==> config.mk <==
export PLATFORM = sky130hd
export DESIGN_NAME = irt_cell
export DESIGN_NICKNAME = d
export VERILOG_FILES = /design/src/rtl/irt_pkg.sv /design/src/rtl/irt_cell.sv
export SDC_FILE = /design/constraint.sdc
export NUM_CORES = 1
export LEC_CHECK = 0
export ABC_AREA = 0
export BUFFER_PORTS_ARGS = -buffer_cell sky130_fd_sc_hd__buf_2
export CELL_PAD_IN_SITES_DETAIL_PLACEMENT = 1
export CELL_PAD_IN_SITES_GLOBAL_PLACEMENT = 2
export CORE_MARGIN = 2
export CORE_UTILIZATION = 34
export CTS_CLUSTER_SIZE = 10
export DETAILED_ROUTE_END_ITERATION = 16
export GPL_ROUTABILITY_DRIVEN = 0
export PLACE_DENSITY = 0.87
export SYNTH_ARGS = -nofsm -noshare
export SYNTH_HDL_FRONTEND = slang
export SYNTH_SLANG_ARGS = --single-unit
==> constraint.sdc <==
create_clock -name clock -period 9 [get_ports clock]
set_input_delay 1.8 -clock clock [delete_from_list [all_inputs] [get_ports clock]]
set_output_delay 1.8 -clock clock [all_outputs]
set_load 0.02 [all_outputs]
==> src/rtl/irt_pkg.sv <==
package irt_pkg;

   // Default geometry of the table.
   localparam int TABLE_DEPTH_DEF    = 64;
   localparam int NEURON_ID_BITS_DEF = 12;

   // Fixed field widths.
   localparam int CMD_W   = 2;
   localparam int STAT_W  = 2;
   localparam int NKIND_W = 3;
   localparam int SPLIT_W = 16;

   // Command codes.
   localparam logic [CMD_W-1:0] CMD_SEED   = 2'd0;
   localparam logic [CMD_W-1:0] CMD_CREATE = 2'd1;
   localparam logic [CMD_W-1:0] CMD_CHECK  = 2'd2;
   localparam logic [CMD_W-1:0] CMD_LOOKUP = 2'd3;

   // Result status codes.
   localparam logic [STAT_W-1:0] STAT_OK      = 2'd0;
   localparam logic [STAT_W-1:0] STAT_NOMATCH = 2'd1;
   localparam logic [STAT_W-1:0] STAT_FULL    = 2'd2;

   // Neuron kind returned by a lookup that finds nothing.
   localparam logic [NKIND_W-1:0] KIND_HIDDEN = 3'd1;

   // Controls broadcast from the sequencer to every cell.
   typedef struct packed {
      logic write;      // store the broadcast entry in the cell at the fill position
      logic load;       // capture match flag and payload into the scan stage
      logic shift;      // move the scan stage one cell toward the head
      logic lookup;     // match on neuron ID instead of (from, to, kind)
   } cell_ctrl_type;

endpackage

==> src/rtl/irt_cell.sv <==
module irt_cell #(
   parameter int CELL_INDEX = 0,
   parameter int IDW        = 13,
   parameter int CNTW       = 7
) (
   input  logic                   clock,
   input  irt_pkg::cell_ctrl_type ctrl,
   input  logic [CNTW-1:0]        count,
   // Entry being appended.
   input  logic [IDW-1:0]         wr_from,
   input  logic [IDW-1:0]         wr_to,
   input  logic [IDW-1:0]         wr_nid,
   input  logic [2:0]             wr_nkind,
   input  logic                   wr_ikind,
   input  logic [31:0]            wr_split,
   // Query fields.
   input  logic [IDW-1:0]         q_from,
   input  logic [IDW-1:0]         q_to,
   input  logic                   q_ikind,
   input  logic [IDW-1:0]         q_nid,
   // Scan chain: from the next cell in, toward the head out.
   input  logic                   scan_hit_next,
   input  logic [34:0]            scan_data_next,
   output logic                   scan_hit,
   output logic [34:0]            scan_data
);
   import irt_pkg::*;

   logic [IDW-1:0] from_ff, to_ff, nid_ff;
   logic [2:0]     nkind_ff;
   logic           ikind_ff;
   logic [31:0]    split_ff;
   logic           hit_ff, hit_in;
   logic [34:0]    data_ff, data_in;
   logic           written;
   logic           match;

   // The cell holds a live entry once the fill count has passed it.
   assign written = count > CNTW'(CELL_INDEX);

   always_comb begin
      if (ctrl.lookup) begin
         match = (nid_ff == q_nid);
      end else begin
         match = (from_ff == q_from) && (to_ff == q_to) && (ikind_ff == q_ikind);
      end
   end

   // Entry storage, written once at its position.
   always_ff @(posedge clock) begin
      if (ctrl.write && count == CNTW'(CELL_INDEX)) begin
         from_ff  <= wr_from;
         to_ff    <= wr_to;
         nid_ff   <= wr_nid;
         nkind_ff <= wr_nkind;
         ikind_ff <= wr_ikind;
         split_ff <= wr_split;
      end
   end

   // Scan stage: load the local match, then pass results toward the head.
   always_comb begin
      hit_in  = hit_ff;
      data_in = data_ff;
      if (ctrl.load) begin
         hit_in  = written && match;
         data_in = {split_ff, nkind_ff};
      end else if (ctrl.shift) begin
         hit_in  = scan_hit_next;
         data_in = scan_data_next;
      end
   end

   always_ff @(posedge clock) begin
      hit_ff  <= hit_in;
      data_ff <= data_in;
   end

   assign scan_hit  = hit_ff;
   assign scan_data = data_ff;

endmodule

# ---- Word level (Yosys, flattened, before mapping)
# Cells that the tools add are included.
dict set report op_classes {
  shifts 0
  reduce_logical 6
  n_lt_le_gt_ge 1
  multipliers 0
  mux 5
  n_addsub 0
  bitwise_logic 0
  eq_ne 4
  div 0
}
# cell n
set ops {}
lappend ops {{two-way mux 35 bit} 2}
lappend ops {{== test 13 bit} 3}
lappend ops {{> comparator 7 x 1 -> 1 bit, second input constant} 1}
lappend ops {{logical NOT 7 bit} 1}
lappend ops {{logical AND 1 bit} 4}
lappend ops {{two-way mux 1 bit} 3}
lappend ops {{nonzero test 2 bit} 1}
lappend ops {{== test 1 bit} 1}
dict set report word_totals {
  input_bits 163
  register_bits 111
  ram_bits 0
  wordCells 24
  latch_bits 0
  memories 0
  romBits 0
}

# ---- Depth between registers and ports, before layout
dict set report depth {
  word_depth 6
  ltp_mapped 5
  depth_no_buf 5
}

# ---- Worst setup path before layout
# Ideal clock, no wire load.
dict set report synth_timing {
  path_type {input to register}
  start {input port count[2]}
  end {register from_ff[0], enable pin}
  path_slack_ps 4250
  t_arrival_ps 4309
  path_stages 3
  setup_time_ps 441
  cell_sequence {or4_4 nor4_4 and2_1}
}
dict set report synth_between {
  elab_chain_len 2
}
# item line_no
set synth_lines {}
lappend synth_lines {{start: declaration} irt_cell.sv:8} ;# input logic [CNTW-1:0] count,
lappend synth_lines {{logical NOT 7 bit} irt_cell.sv:51} ;# if (ctrl.write && count == CNTW'(CELL_INDEX)) begin
lappend synth_lines {{logical AND 1 bit} irt_cell.sv:51}
lappend synth_lines {{end signal: assignment} irt_cell.sv:52} ;# from_ff <= wr_from;
lappend synth_lines {{end: declaration} irt_cell.sv:29} ;# logic [IDW-1:0] from_ff, to_ff, nid_ff;
# No other way between the ends.
# A chain may end at the register's enable or synchronous reset.

# ---- Worst setup path in the final report
dict set report layout_timing {
  start {input port count[2]}
  end {register split_ff[21], enable pin}
}
dict set report layout_between {
  elab_chain_len 2
}
# item line_no
set layout_lines {}
lappend layout_lines {{logical NOT 7 bit} irt_cell.sv:51}
lappend layout_lines {{logical AND 1 bit} irt_cell.sv:51}
lappend layout_lines {{end signal: assignment} irt_cell.sv:57} ;# split_ff <= wr_split;
lappend layout_lines {{end: declaration} irt_cell.sv:32} ;# logic [31:0] split_ff;
# No other way between the ends.

==> metrics.log <==
INFO  metric min_period_over_period = 0.3996
INFO  metric grt_use_met1 = 0.1495
INFO  metric number_of_instances_in_the_synthesized_netlist = approximately 210
INFO  metric floorplan.die.height = 116.1 um
INFO  metric post_cts_buffers = 0
INFO  metric dpl-instance-area = 0.005456 sq mm
INFO  metric rsz0062_at_grt = no
INFO  metric tritoncts_clock_tree = done
INFO  metric dominantRegCellSynth = sky130_fd_sc_hd__edfxtp_1
INFO  metric route.detailed.drc = 0
INFO  metric synth-compound-area-share = 0.001465
INFO  metric final_area = a little under 0.006 sq mm
INFO  metric fin_total_pwr = roughly 1.1 mW
INFO  metric worst-slew-pin-transition = about 1 ns
INFO  metric effective_utilization_at_floorplan = 0.3526
INFO  metric fmax = ~0.28 GHz
INFO  metric cts-resized-gates = 0
INFO  metric design.die.area = about 0.013 sq mm
INFO  metric grt_pass1_vias = about 2900
INFO  metric clk_pin_slew = 0.07 ns
INFO  metric synth-xor-area-share = 0.08204
INFO  metric synth_edf_count = 111
INFO  metric number_of_iterations_in_the_first_detailed_routing_pass = 4
INFO  metric worstHoldPathType = reg2reg
INFO  metric setup-violations-final = 0
INFO  metric post_synth_mux_area_share = 0.09229
INFO  metric post-place-ws = 5.011 ns
INFO  metric mostFrequentLayoutCells = sky130_fd_sc_hd__buf_2 (198), sky130_fd_sc_hd__edfxtp_1 (111), sky130_fd_sc_hd__mux2_2 (29), sky130_fd_sc_hd__xor2_1 (21), sky130_fd_sc_hd__xnor2_1 (19)
INFO  metric required = approximately 9 ns
INFO  metric dpl.cell_count = about 570
INFO  metric route.vias.total = about 2600
INFO  metric cts_buffer_count = 9
INFO  metric power.ir.vdd_worst = 0.1119 mV
INFO  metric cp_data_arrival_time = around 3.6 ns
INFO  metric grt_first_pass_wirelength = ~14000 um
INFO  metric rows = 40
INFO  metric startpoint_type = input port
INFO  metric netlist-cell-type-count = 20
INFO  metric crit_fanout = between 70 and 80
INFO  metric drive_gt1_frac = 0.5900
INFO  metric initialDrtViolationCount = 99
INFO  metric arithmetic_cell_share_of_the_synthesized_area_counting_full_adders_half_adders_and_majority_gates = 0
INFO  metric total_nets_final = 580
INFO  metric synth-async-reset-ratio = 0
INFO  metric deepest_clock_path_buffer_count = 2
INFO  metric p_leak = approximately 2.3 nW
INFO  metric globalRouteMet2Util = 0.2596
INFO  metric place_hpwl = just over 7000 um
INFO  metric critPathCaptureType = flop
INFO  metric max-cap-violations = 0
INFO  metric die_width = 116.1 um
INFO  metric ant_nets = 0
INFO  metric holdWs = 0.5400 ns
INFO  metric synth_fp_nets = between 300 and 400
INFO  metric antenna_found_initial = 1
INFO  metric p_per_area = ~190 mW/mm^2
INFO  metric final-instance-count-excl-fill = about 590
INFO  metric cts_max_level = 3
INFO  metric ys_seq_area_frac = 0.7805
INFO  metric floorplan.io_pins = just under 200
INFO  metric setup.worst_path.class = in2reg
INFO  metric utilization = 0.4767
INFO  metric post_drt_wl_per_cell = roughly 17 um
INFO  metric clock_insertion_delay_worst_skew = approximately 0.35 ns
INFO  metric timing.final.hold_violations = 0
INFO  metric root_buffer = sky130_fd_sc_hd__clkbuf_16
INFO  metric pin_count_of_the_biggest_net_entering_global_routing = between 70 and 80
INFO  metric hold_depth = 1
INFO  metric mostFrequentLayoutCell = sky130_fd_sc_hd__buf_2
INFO  metric post-route-min-period = ~3.6 ns
INFO  metric final.setup.tns = 0 ns
INFO  metric post-route-worst-setup-slack = between 5 and 6 ns
INFO  metric finalMaxSlewViolations = 0
INFO  metric placeableCoreArea = 0.01211 sq mm
INFO  metric postSynthAreaPerCell = approximately 20 sq um
INFO  metric r2r_cells = 5
INFO  metric max_slew_margin = 0.3207
INFO  metric drt_total_wl = between 9000 and 10000 um
INFO  metric run_status = finished clean
INFO  metric synthesis.area = 0.004270 sq mm
INFO  metric ys.warnings.count = 0
INFO  metric hold_buffers = 0
INFO  metric track_usage = 0.1450
INFO  metric synthToLayoutAreaGrowth = 35.19%
INFO  metric worst_clock_skew = 0.005891 ns
INFO  metric synth_seq_cells = approximately 110
INFO  metric dominant_combinational_cell_family_by_area_after_synthesis = multiplexers
INFO  metric use_met3 = 0.05544
INFO  metric avgViaCountPerCell = about 4.4
INFO  metric synthSimpleGateAreaFrac = 0.03955
INFO  metric clkSinkCount = about 110
INFO  metric port_buffers = ~200
INFO  metric grt_most_used_layer = met2
INFO  metric global_route.overflow_total = 0
[power by group]
group          internal (mW)  leakage, nW  total [mW]  switching [mW]
clock                  0.243        0.150       0.422           0.179
combinational         0.0468         1.08      0.0935          0.0467
sequential             0.584         1.04       0.587         0.00328
[metal layers]
layer	vias up	wire length (um)	share of wire
met5	-	13	0.0013
met4	2	211	0.021
met3	17	937	0.095
met2	120	5009	0.51
met1	1232	3712	0.38
li1	1231	-	-
[state kept, by name, indices dropped and copies added (netlist names)]
name       flops
from_ff       13
nkind_ff       3
nid_ff        13
split_ff      32
scan_data     35
to_ff         13
scan_hit       1
ikind_ff       1
[critical path, stage by stage]
cell	delay, ns
sky130_fd_sc_hd__buf_2	0.10
sky130_fd_sc_hd__or4_4	0.55
sky130_fd_sc_hd__nor4_4	0.20
sky130_fd_sc_hd__and2_4	0.85
[cell families (layout without fill, tap and decap cells)]
family,count (synthesis),after routing
flops,111,111
xor+xnor,40,40
mux,35,35
simple gates,21,21
buf+inv,4,214
compound gates,1,1
other cells,0,1
[final cells by class]
| cell class | instances | area [sq um] |
|---|---|---|
| flip-flops and latches | 111 | 3333 |
| well taps | 168 | 210.2 |
| multi-input cells | 97 | 922.1 |
| fillers | 1280 | 6339 |
| clock inverters | 6 | 85.08 |
| repair buffers | 198 | 991.0 |
| clock buffers | 10 | 229.0 |
| diodes | 1 | 2.502 |
[path summary, 6_finish.rpt]
kind / start / to / slack [ns]
setup reg to reg: from_ff[4] / scan_hit / 7.28
setup / recovery: count[2] / split_ff[21] / 5.40
hold / removal: split_ff[29] / scan_data[32] / 0.54
hold reg to reg: split_ff[29] / scan_data[32] / 0.54
[Yosys cell counts, drive strengths merged (2+ instances only)]
library cell	instances	share of area
nor4	7	0.017
clkbuf	2	0.0018
nand4	5	0.0088
edfxtp	111	0.78
xor2	21	0.043
xnor2	19	0.039
mux2	35	0.092
nand3	2	0.0023
buf	2	0.0023
or4	2	0.0053
Note: power is estimated with default switching activity, not from simulation.
